[src/mbrr_pkg.sv]
// Shared constants and types for the mono bitmap row repacker.
`timescale 1ns / 1ps

package mbrr_pkg;

	// Field and register widths
	localparam int BYTE_W = 8;
	localparam int DIM_W  = 7;
	localparam int DIM_MAX = (1 << DIM_W) - 1;

	// Most result bytes a single source byte may produce
	localparam int RES_CAP = 64;
	localparam int ZCNT_W  = $clog2(RES_CAP + 1);

	// Default glyph size limits
	localparam int MAX_WIDTH_DEF  = 64;
	localparam int MAX_HEIGHT_DEF = 64;

	// Register indexes on the configuration port
	localparam logic REG_WIDTH  = 1'b0;
	localparam logic REG_HEIGHT = 1'b1;

	// Reset value of both glyph dimensions
	localparam logic [DIM_W-1:0] DIM_RESET = DIM_W'(8);

	// Output bytes owed for one source byte: a packed byte, a flushed
	// partial byte and a run of zero bytes, in that order
	typedef struct packed {
		logic                data_vld;
		logic [BYTE_W-1:0]   data;
		logic                flush_vld;
		logic [BYTE_W-1:0]   flush;
		logic [ZCNT_W-1:0]   zeros;
		logic                last;
	} desc_t;

endpackage

[src/mbrr_unpack.sv]
// Pixel extraction, bit accumulation and glyph position tracking.
`timescale 1ns / 1ps

module mbrr_unpack import mbrr_pkg::*; #(
	parameter int MAX_WIDTH  = MAX_WIDTH_DEF,
	parameter int MAX_HEIGHT = MAX_HEIGHT_DEF
) (
	input  logic              clk,
	input  logic              arst_n,
	input  logic              take,
	input  logic [BYTE_W-1:0] src_byte,
	input  logic [DIM_W-1:0]  width_q,
	input  logic [DIM_W-1:0]  height_q,
	output desc_t             desc
);

	// Effective limits: the registers cannot exceed DIM_MAX
	localparam int W_EFF  = (MAX_WIDTH > DIM_MAX) ? DIM_MAX : MAX_WIDTH;
	localparam int H_EFF  = (MAX_HEIGHT > DIM_MAX) ? DIM_MAX : MAX_HEIGHT;
	localparam int HB_MAX = (W_EFF + 7) / 8;
	localparam int COL_W  = $clog2(HB_MAX + 1);
	localparam int ROW_W  = $clog2(H_EFF + 1);
	localparam int OC_W   = $clog2(HB_MAX * H_EFF + 1);
	localparam int PW     = (COL_W + 3 > DIM_W) ? COL_W + 3 : DIM_W;
	localparam logic [DIM_W-1:0] W_LIM = DIM_W'(W_EFF);
	localparam logic [DIM_W-1:0] H_LIM = DIM_W'(H_EFF);

	// Glyph state
	logic [6:0]       acc_q;
	logic [2:0]       cnt_q;
	logic [COL_W-1:0] col_q;
	logic [ROW_W-1:0] row_q;
	logic [OC_W-1:0]  oc_q;

	logic [DIM_W-1:0]  w, h;
	logic [DIM_W:0]    w_round;
	logic [COL_W-1:0]  hb;
	logic [OC_W-1:0]   total;
	logic [PW-1:0]     first_x, w_x, rem;
	logic [3:0]        npix;
	logic [7:0]        rev;
	logic [7:0]        pix;
	logic [14:0]       accum2;
	logic [3:0]        cnt2;
	logic [2:0]        cnt3;
	logic              e0;
	logic [7:0]        e0_byte;
	logic [6:0]        acc3;
	logic [14:0]       flush_wide;
	logic              fl;
	logic [COL_W-1:0]  col_n;
	logic [ROW_W-1:0]  row_n;
	logic              row_end, glyph_end;
	logic [OC_W:0]     oc_after;
	logic [OC_W:0]     zneed;
	logic [ZCNT_W-1:0] cap;
	logic [ZCNT_W-1:0] zeros;

	// Clamp dimensions and derive row bytes and glyph byte total
	always_comb begin
		w = (width_q == '0) ? DIM_W'(1) : ((width_q > W_LIM) ? W_LIM : width_q);
		h = (height_q == '0) ? DIM_W'(1) : ((height_q > H_LIM) ? H_LIM : height_q);
		w_round = {1'b0, w} + (DIM_W+1)'(7);
		hb = COL_W'(w_round >> 3);
		total = OC_W'(hb) * OC_W'(h);
	end

	// Pixels of this byte that fall inside the row
	always_comb begin
		first_x = PW'({col_q, 3'b000});
		w_x = PW'(w);
		rem = w_x - first_x;
		npix = 4'd0;
		if (first_x < w_x) begin
			npix = (rem >= PW'(8)) ? 4'd8 : rem[3:0];
		end
	end

	// Reverse bit order so the leftmost pixel leads, then append
	always_comb begin
		for (int i = 0; i < 8; i++) begin
			rev[i] = src_byte[7-i];
		end
		pix = rev >> (4'd8 - npix);
		accum2 = (15'(acc_q) << npix) | 15'(pix);
		cnt2 = {1'b0, cnt_q} + npix;
		e0 = cnt2[3];
		cnt3 = cnt2[2:0];
		e0_byte = 8'(accum2 >> cnt3);
		acc3 = accum2[6:0] & 7'((8'd1 << cnt3) - 8'd1);
		fl = (cnt3 != 3'd0);
		flush_wide = 15'(acc3) << (4'd8 - {1'b0, cnt3});
	end

	// Row and glyph end detection, zero fill length
	always_comb begin
		col_n = col_q + COL_W'(1);
		row_n = row_q + ROW_W'(1);
		row_end = (col_n >= hb);
		glyph_end = row_end && (row_n >= ROW_W'(h));
		oc_after = (OC_W+1)'(oc_q) + (OC_W+1)'(e0) + (OC_W+1)'(fl);
		zneed = ((OC_W+1)'(total) > oc_after) ? ((OC_W+1)'(total) - oc_after) : '0;
		cap = ZCNT_W'(RES_CAP) - ZCNT_W'(e0) - ZCNT_W'(fl);
		zeros = (zneed > (OC_W+1)'(cap)) ? cap : ZCNT_W'(zneed);
		// Nothing at all to give at glyph end: one zero byte
		if (!e0 && !fl && zeros == '0) begin
			zeros = ZCNT_W'(1);
		end
	end

	// Transaction descriptor for the output side
	always_comb begin
		desc.data_vld  = e0;
		desc.data      = e0_byte;
		desc.flush_vld = glyph_end && fl;
		desc.flush     = flush_wide[7:0];
		desc.zeros     = glyph_end ? zeros : '0;
		desc.last      = glyph_end;
	end

	// State update on each accepted source byte
	always_ff @(posedge clk or negedge arst_n) begin
		if (!arst_n) begin
			acc_q <= '0;
			cnt_q <= '0;
			col_q <= '0;
			row_q <= '0;
			oc_q  <= '0;
		end else if (take) begin
			if (glyph_end) begin
				acc_q <= '0;
				cnt_q <= '0;
				col_q <= '0;
				row_q <= '0;
				oc_q  <= '0;
			end else begin
				acc_q <= acc3;
				cnt_q <= cnt3;
				oc_q  <= oc_q + OC_W'(e0);
				if (row_end) begin
					col_q <= '0;
					row_q <= row_n;
				end else begin
					col_q <= col_n;
				end
			end
		end
	end

endmodule

[src/mbrr_emit.sv]
// Descriptor stage and output register: one byte per cycle when ready.
`timescale 1ns / 1ps

module mbrr_emit import mbrr_pkg::*; (
	input  logic              clk,
	input  logic              arst_n,
	input  logic              src_valid,
	output logic              src_ready,
	output logic              take,
	input  desc_t             desc,
	output logic              res_valid,
	input  logic              res_ready,
	output logic [BYTE_W-1:0] packed_byte,
	output logic              glyph_last
);

	logic  d_vld_s1;
	desc_t d_s1;
	logic  res_valid_q;
	logic  [BYTE_W-1:0] byte_q;
	logic  last_q;

	logic              free_out, pop, done, rem_after, desc_any;
	logic [BYTE_W-1:0] cur_byte;

	// Pick the next byte owed by the held descriptor
	always_comb begin
		if (d_s1.data_vld) begin
			cur_byte  = d_s1.data;
			rem_after = d_s1.flush_vld || (d_s1.zeros != '0);
		end else if (d_s1.flush_vld) begin
			cur_byte  = d_s1.flush;
			rem_after = (d_s1.zeros != '0);
		end else begin
			cur_byte  = '0;
			rem_after = (d_s1.zeros > ZCNT_W'(1));
		end
		free_out = !res_valid_q || res_ready;
		pop      = d_vld_s1 && free_out;
		done     = pop && !rem_after;
		desc_any = desc.data_vld || desc.flush_vld || (desc.zeros != '0);
	end

	assign src_ready = !d_vld_s1 || done;
	assign take      = src_valid && src_ready;

	// Descriptor valid
	always_ff @(posedge clk or negedge arst_n) begin
		if (!arst_n) begin
			d_vld_s1 <= 1'b0;
		end else if (take) begin
			d_vld_s1 <= desc_any;
		end else if (done) begin
			d_vld_s1 <= 1'b0;
		end
	end

	// Descriptor payload: load, or retire the piece just sent
	always_ff @(posedge clk) begin
		if (take) begin
			d_s1 <= desc;
		end else if (pop) begin
			if (d_s1.data_vld) begin
				d_s1.data_vld <= 1'b0;
			end else if (d_s1.flush_vld) begin
				d_s1.flush_vld <= 1'b0;
			end else begin
				d_s1.zeros <= d_s1.zeros - ZCNT_W'(1);
			end
		end
	end

	// Output register
	always_ff @(posedge clk or negedge arst_n) begin
		if (!arst_n) begin
			res_valid_q <= 1'b0;
		end else if (pop) begin
			res_valid_q <= 1'b1;
		end else if (res_ready) begin
			res_valid_q <= 1'b0;
		end
	end

	always_ff @(posedge clk) begin
		if (pop) begin
			byte_q <= cur_byte;
			last_q <= d_s1.last && !rem_after;
		end
	end

	assign res_valid   = res_valid_q;
	assign packed_byte = byte_q;
	assign glyph_last  = last_q;

endmodule

[src/mono_bitmap_row_repacker.sv]
// Top level of the mono bitmap row repacker: config registers and the two stages.
//
//  channel   handshake               payload
//  source    src_valid / src_ready   src_byte
//  result    res_valid / res_ready   packed_byte, glyph_last
//  config    cfg_we                  cfg_index, cfg_data
//
// One source byte is taken per cycle while src_ready is high; results pass
// through the descriptor and output registers. A byte that closes a glyph may
// owe up to 64 result bytes; the descriptor stage sends them one per cycle and
// holds src_ready low meanwhile. A stalled result side backs up through both
// registers. arst_n clears all glyph state; both dimensions reset to 8.
`timescale 1ns / 1ps

module mono_bitmap_row_repacker import mbrr_pkg::*; #(
	parameter int MAX_WIDTH  = MAX_WIDTH_DEF,
	parameter int MAX_HEIGHT = MAX_HEIGHT_DEF
) (
	input  logic              clk,
	input  logic              arst_n,
	input  logic              cfg_we,
	input  logic              cfg_index,
	input  logic [DIM_W-1:0]  cfg_data,
	input  logic              src_valid,
	output logic              src_ready,
	input  logic [BYTE_W-1:0] src_byte,
	output logic              res_valid,
	input  logic              res_ready,
	output logic [BYTE_W-1:0] packed_byte,
	output logic              glyph_last
);

	logic [DIM_W-1:0] width_q, height_q;
	logic             take;
	desc_t            desc;

	// Configuration registers
	always_ff @(posedge clk or negedge arst_n) begin
		if (!arst_n) begin
			width_q  <= DIM_RESET;
			height_q <= DIM_RESET;
		end else if (cfg_we) begin
			case (cfg_index)
				REG_WIDTH:  width_q  <= cfg_data;
				REG_HEIGHT: height_q <= cfg_data;
				default: ;
			endcase
		end
	end

	mbrr_unpack #(
		.MAX_WIDTH  (MAX_WIDTH),
		.MAX_HEIGHT (MAX_HEIGHT)
	) u_unpack (
		.clk      (clk),
		.arst_n   (arst_n),
		.take     (take),
		.src_byte (src_byte),
		.width_q  (width_q),
		.height_q (height_q),
		.desc     (desc)
	);

	mbrr_emit u_emit (
		.clk         (clk),
		.arst_n      (arst_n),
		.src_valid   (src_valid),
		.src_ready   (src_ready),
		.take        (take),
		.desc        (desc),
		.res_valid   (res_valid),
		.res_ready   (res_ready),
		.packed_byte (packed_byte),
		.glyph_last  (glyph_last)
	);

endmodule

[config.mk]
export PLATFORM = sky130hd
export DESIGN_NAME = mono_bitmap_row_repacker
export DESIGN_NICKNAME = d
export VERILOG_FILES = /design/src/mbrr_pkg.sv /design/src/mbrr_unpack.sv /design/src/mbrr_emit.sv /design/src/mono_bitmap_row_repacker.sv
export SDC_FILE = /design/constraint.sdc
export NUM_CORES = 1
export LEC_CHECK = 0
export ABC_CLOCK_PERIOD_IN_PS = 9650
export BUFFER_PORTS_ARGS = -buffer_cell sky130_fd_sc_hd__buf_2
export CAP_MARGIN = 20
export CORE_ASPECT_RATIO = 1.75
export CORE_UTILIZATION = 35
export CTS_CLUSTER_SIZE = 20
export DETAILED_ROUTE_END_ITERATION = 6
export PLACE_DENSITY = 0.58
export RECOVER_POWER = 50
export SLEW_MARGIN = 10
export SYNTH_ARGS = -nofsm -noshare
export SYNTH_HDL_FRONTEND = slang
export SYNTH_SLANG_ARGS = --single-unit
[constraint.sdc]
create_clock -name clk -period 9.65 [get_ports clk]
set_clock_uncertainty 0.1 [all_clocks]
set_input_delay 0.965 -clock clk [delete_from_list [all_inputs] [get_ports clk]]
set_output_delay 0.965 -clock clk [all_outputs]
set_load 0.02 [all_outputs]
==> results of run 1 <==
-- critical path: cells and delay by family (launching register included) --
family	cells	cell delay, ns
flip-flops	1	0.58
AND/OR/NAND/NOR	9	2.10
adder cells (fa/ha/maj)	8	2.33
AO/OA/AOI/OAI	11	2.69
XOR/XNOR	2	0.33
buffers and inverters	5	0.63
-- final cells by class --
type / instances / area (sq um) / area share, %
Timing Repair Buffer: 48 / 265.3 / 3.118
Clock inverter: 5 / 27.53 / 0.3236
Sequential cell: 82 / 2230 / 26.21
Clock buffer: 11 / 242.7 / 2.853
Tap cell: 292 / 365.4 / 4.295
Multi-Input combinational cell: 685 / 5121 / 60.20
Inverter: 68 / 255.2 / 3.000
-- final timing paths --
path	end	cells after the start	slack, ns	startpoint
max	u_emit.d_s1[6]$_DFFE_PP_	35	0.70	width_q[6]$_DFFE_PN0P_
max in group asynchronous	u_unpack.oc_q[8]$_DFFE_PN0P_	2	6.45	arst_n
min in group asynchronous	width_q[4]$_DFFE_PN0P_	2	1.46	arst_n
max reg2reg	u_emit.d_s1[6]$_DFFE_PP_	35	0.70	width_q[6]$_DFFE_PN0P_
min reg2reg	u_unpack.row_q[6]$_DFFE_PN0P_	2	0.41	u_unpack.row_q[6]$_DFFE_PN0P_
min	u_unpack.row_q[6]$_DFFE_PN0P_	2	0.41	u_unpack.row_q[6]$_DFFE_PN0P_
-- logic make-up (layout without fill, tap and decap cells) --
group / count (synthesis) / count (layout) / synth area share, %
mux: 44 / 44 / 6.979
flops: 82 / 82 / 28.79
xor+xnor: 45 / 45 / 5.186
fa+ha+maj: 76 / 76 / 13.54
simple gates: 291 / 291 / 18.56
buf+inv: 104 / 132 / 5.218
compound gates: 229 / 229 / 21.73
-- per-stage QoR --
| step | setup WS, ns | area [sq um] | hold slack, ns | cells | power, mW |
|---|---|---|---|---|---|
| after floorplan | 0.6717 | 7745 | 0.3503 | 871 | 2.021 |
| after global placement | 0.9047 | 8237 | 0.3846 | 1174 | 2.550 |
| after detailed placement | 0.6878 | 8237 | 0.3919 | 1174 | 2.547 |
| after CTS | 0.6725 | 8507 | 0.4107 | 1190 | 2.885 |
| after global routing | 0.04998 | 8507 | 0.4338 | 1191 | 3.160 |
| final | 0.7006 | 8507 | 0.4077 | 1191 | 2.892 |
-- registers in the layout, summed over array words and instances, names as in the netlist --
| register | count |
|---|---|
| u_unpack.row_q | 7 |
| u_unpack.oc_q | 10 |
| u_unpack.acc_q | 7 |
| u_emit.d_vld_s1 | 1 |
| u_emit.res_valid | 1 |
| width_q | 7 |
| u_emit.packed_byte | 8 |
| u_emit.glyph_last | 1 |
| u_unpack.cnt_q | 3 |
| u_unpack.col_q | 4 |
| u_emit.d_s1 | 26 |
| height_q | 7 |
-- placed cells by master, fill, tap and decap left out, types with 15 or more instances in the layout --
cell      instances
inv_1            64
buf_4            15
nor2b_1          23
a21o_1           19
nor3_1           19
xor2_1           20
nor2_1           70
nand3_1          26
mux2_2           17
ha_1             63
o21ai_0          39
nand2b_1         18
buf_2            22
edfxtp_1         35
mux2i_1          21
xnor2_1          24
nand2_1          78
dfrtp_1          45
a21oi_1          33
-- power breakdown --
part	switching (mW)	total (mW)	internal, mW
sequential	0.0846	0.539	0.454
clock	0.145	0.325	0.180
combinational	1.23	2.03	0.800
-- what timing repair did --
| item | 4_1_cts | 5_1_grt |
|---|---|---|
| gates resized for setup | 0 | 2 |
| endpoints found under the hold margin | 0 | 0 |
| endpoints found under the setup margin | 0 | 4 |
-- cells in the mapped netlist, types with 21 or more instances --
| library cell | number |
|---|---|
| dfrtp_1 | 45 |
| o21ai_0 | 39 |
| edfxtp_1 | 35 |
| nor2b_1 | 23 |
| inv_1 | 64 |
| a21oi_1 | 33 |
| xnor2_1 | 24 |
| nand2_1 | 78 |
| nor2_1 | 70 |
| mux2i_1 | 21 |
| nand3_1 | 26 |
| clkbuf_1 | 26 |
| ha_1 | 63 |
-- metal layers --
layer	track usage [%]	part of all wire [%]
met5	0	0
met4	13.37	6.7
met3	1.798	2.6
met2	37.64	54
met1	20.43	37
==> impl_metrics.csv, run 1 <==
group,metric,value,unit
clock_tree,clk_pin_slew,0.07,ns
floorplanning,fp.dieH,198.8,um
placed_design,hpwl,16840,um
synthesis,synth_top_area_share,14.54,%
grt,grt_pass1_wl,34980,um
setup_path,crit_path_frequent_cell,"ha_1",
layout,layout-drive-gt1-share,11.23,%
grt,overflow,0,
routing,wl_per_cell,17.76,um
setup_path,path_max_fanout,18,
power,p_leak,3.623,nW
run,cap_viol_max_count,1,
floorplanning,ios,32,
synthesis,async_flop_share,57.32,%
synthesis,yosys_most_used_dff,"dfrtp_1",
timing,relSlewSlack,-79.73,%
routing,first_iter_violations,307,
clock_tree,cts_setup_buffers,0,
grt,grt_pass1_vias,6801,
layout,nNetsFinal,991,
placed_design,port_buffers,31,
hold_path,hp-class,"register to register",
synthesis,netlist_area,7745,sq um
setup_path,critical_path_arrival,9.02,ns
timing,fin_crit,8.949,ns
timing,drv_slew,48,
layout,diodes,0,
timing,tightest_slew,2.696,ns
floorplanning,num_rows,71,
floorplanning,die-area,22750,sq um
clock_tree,cts_hold_buf,0,
clock_tree,cts_tree,"yes",
clock_tree,root_buffer,"clkbuf_16",
placed_design,place.gp.congestion,0.9985,
setup_path,startpoint_type,"register",
timing,max_freq,111.7,MHz
floorplanning,die_w,114.5,um
floorplanning,start_util,35.88,%
floorplanning,core_area,21590,sq um
synthesis,ys_types,83,
routing,routed_wl,21160,um
setup_path,path_class,"register to register",
outcome,violations,"capacitance limit, slew limit",
synthesis,synthCells,871,
timing,setup_viol,0,
grt,grt_max_degree,48,
synthesis,synth_warnings,0,
layout,final_core_utilization,39.41,%
routing,viasPerCell,5.603,
power,peakVddDrop,0.1780,mV
outcome,outcome,"complete, but fails checks",
clock_tree,cts.sinks,82,
timing,report.final.hold_viol_count,0,
power,p_per_area,339.9,nW/um^2
grt,antenna_found_initial,0,
clock_tree,clock_latency,0.35,ns
grt,grt.total_usage,19.91,%
synthesis,synth-edff-count,35,
synthesis,netlist_top_cells_area,"dfrtp_1 (15%), edfxtp_1 (14%), ha_1 (10%)",
setup_path,required,9.73,ns
timing,finalSetupTns,0,ns
synthesis,yosysSeqAreaShare,28.79,%
routing,num_vias,6673,
setup_path,slowest_stage,"or4_1",
layout,fillerInstances,2204,
layout,area_growth_syn_to_layout,9.838,%
synthesis,avgSynthCellArea,8.892,sq um
clock_tree,clockBufferDepth,2,
synthesis,syn_nets,968,
clock_tree,htreeDepth,3,
timing,finalCritPeriodShare,92.74,%
synthesis,yosysTopAreaCell,"dfrtp_1",
routing,drc,0,
clock_tree,cts_buffers,9,
setup_path,max_stage_delay,0.63,ns
timing,rsz0062_at_grt,"no",
routing,firstDrtPassIters,4,
synthesis,ys_seq_elements,82,
routing,drtAntennaViolNets,0,
setup_path,endpoint_kind,"register",
(Power assumes the default switching activity.)
==> run 2: changes to the inputs <==
--- a/config.mk
+++ b/config.mk
@@ -8,13 +8,14 @@
 export ABC_CLOCK_PERIOD_IN_PS = 9650
 export BUFFER_PORTS_ARGS = -buffer_cell sky130_fd_sc_hd__buf_2
 export CAP_MARGIN = 20
+export CELL_PAD_IN_SITES_DETAIL_PLACEMENT = 0
+export CELL_PAD_IN_SITES_GLOBAL_PLACEMENT = 1
 export CORE_ASPECT_RATIO = 1.75
-export CORE_UTILIZATION = 35
+export CORE_UTILIZATION = 44
 export CTS_CLUSTER_SIZE = 20
 export DETAILED_ROUTE_END_ITERATION = 6
-export PLACE_DENSITY = 0.58
+export PLACE_DENSITY = 0.83
 export RECOVER_POWER = 50
-export SLEW_MARGIN = 10
 export SYNTH_ARGS = -nofsm -noshare
 export SYNTH_HDL_FRONTEND = slang
 export SYNTH_SLANG_ARGS = --single-unit
==> run 2 against run 1 <==
Sequential power up 0.7%. Power grew 0.83%. First-iteration DRC count is 20% higher. Combinational power about the same. Flip-flop and latch count unchanged. Worst setup slack improved by 0.014 ns. Routed wire length fell by 0.51%. Fmax rose by 0.16%. Clock power grew 6%. Cell count shrank 5.5%. The flow still finishes with violations (capacitance limit, slew limit).
==> impl_metrics.csv, run 2 (same netlist as run 1, synthesis figures left out) <==
group,metric,value,unit
outcome,outcome,"complete, but fails checks",
outcome,violations,"capacitance limit, slew limit",
setup_path,cp_top_family,"simple AND/OR/NAND/NOR gates",
timing,finalSetupTns,0,ns
routing,num_vias,6687,
hold_path,hp-class,"register to register",
setup_path,path_class,"register to register",
floorplanning,start_util,45.28,%
setup_path,endpoint_kind,"register",
layout,layout_common_cells,"nand2_1 (78), nor2_1 (70), inv_1 (64)",
floorplanning,fp.dieH,177.5,um
placed_design,placedCellCount,1110,
setup_path,required,9.76,ns
power,p_per_area,345.1,nW/um^2
layout,nNetsFinal,991,
placed_design,place.gp.congestion,1.000,
setup_path,critPathBufInv,3,
timing,drv_slew,48,
layout,final_common_cell,"nand2_1",
power,p_leak,3.634,nW
clock_tree,clock_latency,0.34,ns
grt,grt_pass1_wl,33780,um
routing,firstDrtPassIters,5,
floorplanning,ios,32,
layout,layout-drive-gt1-share,11.12,%
grt,grt_max_degree,48,
timing,fin_crit,8.935,ns
timing,setup_viol,0,
layout,area_growth_syn_to_layout,9.095,%
setup_path,worst-r2r-cell-count,34,
routing,routed_wl,21050,um
clock_tree,cts_resized,0,
clock_tree,cts_buffers,9,
routing,viasPerCell,5.939,
setup_path,path_depth,34,
floorplanning,die-area,18160,sq um
floorplanning,num_rows,63,
routing,wl_per_cell,18.69,um
run,cap_viol_max_count,1,
layout,diodes,0,
clock_tree,cts_hold_buf,0,
clock_tree,cts.sinks,82,
grt,grt_pass1_vias,6656,
clock_tree,root_buffer,"clkbuf_16",
routing,drtAntennaViolNets,0,
timing,finalCritPeriodShare,92.59,%
timing,rsz0062_at_grt,"no",
timing,max_freq,111.9,MHz
setup_path,critical_path_arrival,9.05,ns
setup_path,max_stage_delay,0.60,ns
clock_tree,cts_tree,"yes",
setup_path,path_max_fanout,18,
timing,relSlewSlack,-75.39,%
timing,tightest_slew,2.631,ns
power,peakVddDrop,0.1854,mV
grt,grt.total_usage,24.38,%
routing,drc,0,
hold_path,whs_path_depth,1,
placed_design,port_buffers,31,
timing,report.final.hold_viol_count,0,
layout,largest-register,"u_emit.d_s1",
clock_tree,cts_setup_buffers,0,
grt,overflow,0,
clock_tree,htreeDepth,3,
routing,first_iter_violations,367,
floorplanning,core_area,17110,sq um
setup_path,startpoint_type,"register",
placed_design,hpwl,16500,um
layout,largest_reg_flops,26,
clock_tree,clockBufferDepth,2,
layout,fin_cells,1126,
setup_path,crit_path_frequent_cell,"ha_1",
clock_tree,clk_pin_slew,0.07,ns
setup_path,slowest_stage,"or4_1",
grt,antenna_found_initial,0,
power,power,2.916,mW
floorplanning,die_w,102.3,um
## run 2: area by class of cell
cell class                 instances  area (sq um)
clock buffer                       9         225.2
clock inverter                     7         76.32
fill                            1670          8656
inverter                          68         255.2
multi-input combinational        685          5111
sequential                        82          2230
tap                              227         284.0
timing repair buffer              48         267.8
## run 2: routing by layer
layer	wire [um]	global-route usage (%)	up-vias
met5	0	0	-
met4	1316	15.18	0
met3	552	1.891	67
met2	11460	46.14	178
met1	7721	25.14	3199
li1	-	-	3243
## run 2: metrics by stage
| step | area [sq um] | hold WS [ns] | utilization [%] | setup WS [ns] |
|---|---|---|---|---|
| 2_1_floorplan | 7745 | 0.3503 | - | 0.6717 |
| 3_3_place_gp | 8163 | 0.3842 | 47.72 | 0.9438 |
| 3_5_place_dp | 8163 | 0.3977 | 47.72 | 0.7246 |
| 4_1_cts | 8464 | 0.4098 | 49.48 | 0.7312 |
| 5_1_grt | 8449 | 0.4320 | 49.40 | 0.1055 |
| 6_report | 8449 | 0.4116 | 49.40 | 0.7150 |
## run 2: worst paths after layout
path                            slack (ns)                   startpoint                      endpoint
max in group asynchronous             6.51                       arst_n  u_unpack.oc_q[8]$_DFFE_PN0P_
worst max-delay path                  0.71       width_q[6]$_DFFE_PN0P_      u_emit.d_s1[3]$_DFFE_PP_
worst min-delay path                  0.41  u_emit.d_vld_s1$_DFFE_PN0P_  u_emit.res_valid$_DFFE_PN0P_
worst max register to register        0.71       width_q[6]$_DFFE_PN0P_      u_emit.d_s1[3]$_DFFE_PP_
min in group asynchronous             1.44                       arst_n        width_q[1]$_DFFE_PN0P_
worst min register to register        0.41  u_emit.d_vld_s1$_DFFE_PN0P_  u_emit.res_valid$_DFFE_PN0P_
## run 2: where the power goes
| group | total [mW] | internal [mW] | leakage [nW] | switching [mW] |
|---|---|---|---|---|
| Combinational | 2.03 | 0.804 | 2.56 | 1.22 |
| Clock | 0.344 | 0.184 | 0.149 | 0.160 |
| Sequential | 0.543 | 0.454 | 0.922 | 0.0898 |
## run 2: worst register-to-register path: cells and delay by family (launching register included)
family,cells,cell delay (ns)
flip-flops,1,0.59
adder cells (fa/ha/maj),7,2.14
buffers and inverters,3,0.46
AO/OA/AOI/OAI,12,2.59
XOR/XNOR,2,0.31
AND/OR/NAND/NOR,10,2.60
==> run 3: changes to the inputs <==
--- a/config.mk
+++ b/config.mk
@@ -16,6 +16,7 @@
 export DETAILED_ROUTE_END_ITERATION = 6
 export PLACE_DENSITY = 0.83
 export RECOVER_POWER = 50
+export REMOVE_ABC_BUFFERS = 1
 export SYNTH_ARGS = -nofsm -noshare
 export SYNTH_HDL_FRONTEND = slang
 export SYNTH_SLANG_ARGS = --single-unit
==> run 3 against run 2 <==
The run still ends with capacitance limit, slew limit left. Count of clock-buffer cells in the layout increased by 2. Cell area unchanged. Non-clock buffer count decreased by 2. Power increased by 0.72%. First-iteration DRC count decreased by 0.54%. Worst hold slack improved by 0.00060 ns. Flip-flop and latch count unchanged. Routed wire length decreased by 0.64%. Via count increased by 0.28%. Sequential share of layout area unchanged. Fmax increased by 0.92%. Global-route usage increased by 0.27 points. Highest routed layer unchanged.
==> impl_metrics.csv, run 3 (same netlist as run 1, synthesis figures left out) <==
group,metric,value,unit
outcome,outcome,"complete, but fails checks",
outcome,violations,"capacitance limit, slew limit",
clock_tree,root_buffer,"clkbuf_16",
setup_path,crit_path_frequent_cell,"ha_1",
power,power,2.937,mW
layout,fin_cells,1124,
timing,finalCritPeriodShare,91.75,%
setup_path,reg2reg_from,"width_q[6]$_DFFE_PN0P_",
clock_tree,clk_pin_slew,0.06,ns
hold_path,whs_path_depth,2,
floorplanning,fp.dieH,177.5,um
layout,layout_common_cells,"nand2_1 (77), nor2_1 (70), inv_1 (64)",
grt,grt_pass1_wl,34210,um
power,sw_frac_of_total,50.19,%
layout,layout-drive-gt1-share,11.26,%
setup_path,path_max_fanout,18,
setup_path,worst-r2r-cell-count,37,
routing,firstDrtPassIters,4,
setup_path,path_class,"register to register",
clock_tree,cts_hold_buf,0,
grt,grt_pass1_vias,6802,
hold_path,hp-class,"register to register",
power,peakVddDrop,0.2052,mV
floorplanning,start_util,45.28,%
layout,diodes,0,
timing,max_freq,113.0,MHz
timing,finalSetupTns,0,ns
placed_design,place.gp.congestion,1.028,
routing,wl_per_cell,18.61,um
grt,grt_max_degree,48,
timing,tightest_slew,2.690,ns
setup_path,rr_endpoint,"u_emit.d_s1[1]$_DFFE_PP_",
placed_design,pre_cts_ws,0.7238,ns
grt,grt.total_usage,24.65,%
floorplanning,num_rows,63,
clock_tree,cts_buffers,9,
layout,fin_area,8449,sq um
timing,drv_slew,48,
setup_path,required,9.72,ns
power,p_sw,1.474,mW
hold_path,hold_start,"u_unpack.cnt_q[2]$_DFFE_PN0P_",
placed_design,hpwl,16540,um
placed_design,placed_area,8148,sq um
clock_tree,clockBufferDepth,2,
timing,report.final.hold_viol_count,0,
routing,first_iter_violations,365,
clock_tree,htreeDepth,3,
routing,drtAntennaViolNets,0,
power,p_leak,3.626,nW
hold_path,holdPathEnd,"u_unpack.cnt_q[2]$_DFFE_PN0P_",
routing,num_vias,6706,
floorplanning,ios,32,
floorplanning,die-area,18160,sq um
layout,area_growth_syn_to_layout,9.095,%
power,power_frac_seq,18.4,%
clock_tree,cts_tree,"yes",
setup_path,slowest_stage,"or4_1",
setup_path,startpoint_type,"register",
grt,antenna_found_initial,0,
floorplanning,die_w,102.3,um
layout,fillerInstances,1675,
clock_tree,clock_latency,0.34,ns
timing,fin_crit,8.853,ns
layout,largest_reg_flops,26,
routing,routed_wl,20910,um
routing,drc,0,
setup_path,critical_path_arrival,8.93,ns
timing,relSlewSlack,-79.35,%
setup_path,max_stage_delay,0.62,ns
layout,nNetsFinal,989,
routing,viasPerCell,5.966,
timing,rsz0062_at_grt,"no",
layout,final_common_cell,"nand2_1",
run,cap_viol_max_count,1,
power,p_per_area,347.6,nW/um^2
setup_path,r2r_slack,0.80,ns
power,p_int,1.463,mW
layout,largest-register,"u_emit.d_s1",
floorplanning,core_area,17110,sq um
grt,overflow,0,
timing,setup_ws,0.7966,ns
clock_tree,cts.sinks,82,
placed_design,port_buffers,31,
placed_design,placedCellCount,1108,
setup_path,endpoint_kind,"register",
timing,setup_viol,0,
power,combPwrFrac,69.6,%
power,clkPwrFrac,12.0,%
==> run 3: worst max-delay path, delay by kind of cell, from the launching register on <==
kind	cells	cell delay, ns
flops	1	0.57
xor+xnor	2	0.32
compound gates	13	2.74
simple gates	9	1.87
buf+inv	5	0.89
mux	1	0.12
fa+ha+maj	7	2.04
==> run 3: power by group through the flow <==
stage	clock, mW	combinational, mW	sequential, mW
final	0.354	2.04	0.540
after CTS	0.362	2.03	0.538
after detailed placement	0	2.01	0.544
after floorplan	0	1.47	0.522
after global routing	0.374	2.26	0.550
after global placement	0	2.01	0.545
==> run 3: layout make-up <==
type / instances / area, sq um / share of cell area [%]
clock inverter: 5 / 61.31 / 0.7256
timing repair buffer: 46 / 252.7 / 2.991
inverter: 68 / 255.2 / 3.021
multi-input combinational: 685 / 5124 / 60.64
sequential: 82 / 2230 / 26.39
clock buffer: 11 / 242.7 / 2.873
tap: 227 / 284.0 / 3.361
==> run 3: what timing repair did <==
item	CTS	global route
buffers inserted	0	0
endpoints found under the setup margin	0	4
gates resized for setup	0	3
==> run 3: worst max path at each step <==
stage                           start                        to  slack [ns]  depth (start not counted)
2_1_floorplan  width_q[6]$_DFFE_PN0P_  u_emit.d_s1[3]$_DFFE_PP_        0.61                         32
3_3_place_gp   width_q[6]$_DFFE_PN0P_  u_emit.d_s1[3]$_DFFE_PP_        0.94                         35
3_5_place_dp   width_q[6]$_DFFE_PN0P_  u_emit.d_s1[3]$_DFFE_PP_        0.72                         35
4_1_cts        width_q[6]$_DFFE_PN0P_  u_emit.d_s1[3]$_DFFE_PP_        0.68                         35
5_1_grt        width_q[6]$_DFFE_PN0P_  u_emit.d_s1[1]$_DFFE_PP_        0.01                         37
6_report       width_q[6]$_DFFE_PN0P_  u_emit.d_s1[1]$_DFFE_PP_        0.80                         37
==> run 3: per-stage QoR <==
stage / util (%) / hold slack (ns)
2_1_floorplan: - / 0.3503
3_3_place_gp: 47.63 / 0.3853
3_5_place_dp: 47.63 / 0.3923
4_1_cts: 49.41 / 0.4133
5_1_grt: 49.40 / 0.4261
6_report: 49.40 / 0.4122
==> run 3: metal layers <==
layer | up-vias | global-route usage (%) | share of wire, %
met5 | - | 0 | 0
met4 | 0 | 18.21 | 7.3
met3 | 82 | 2.324 | 2.4
met2 | 174 | 45.02 | 53
met1 | 3198 | 25.41 | 37
li1 | 3252 | - | -
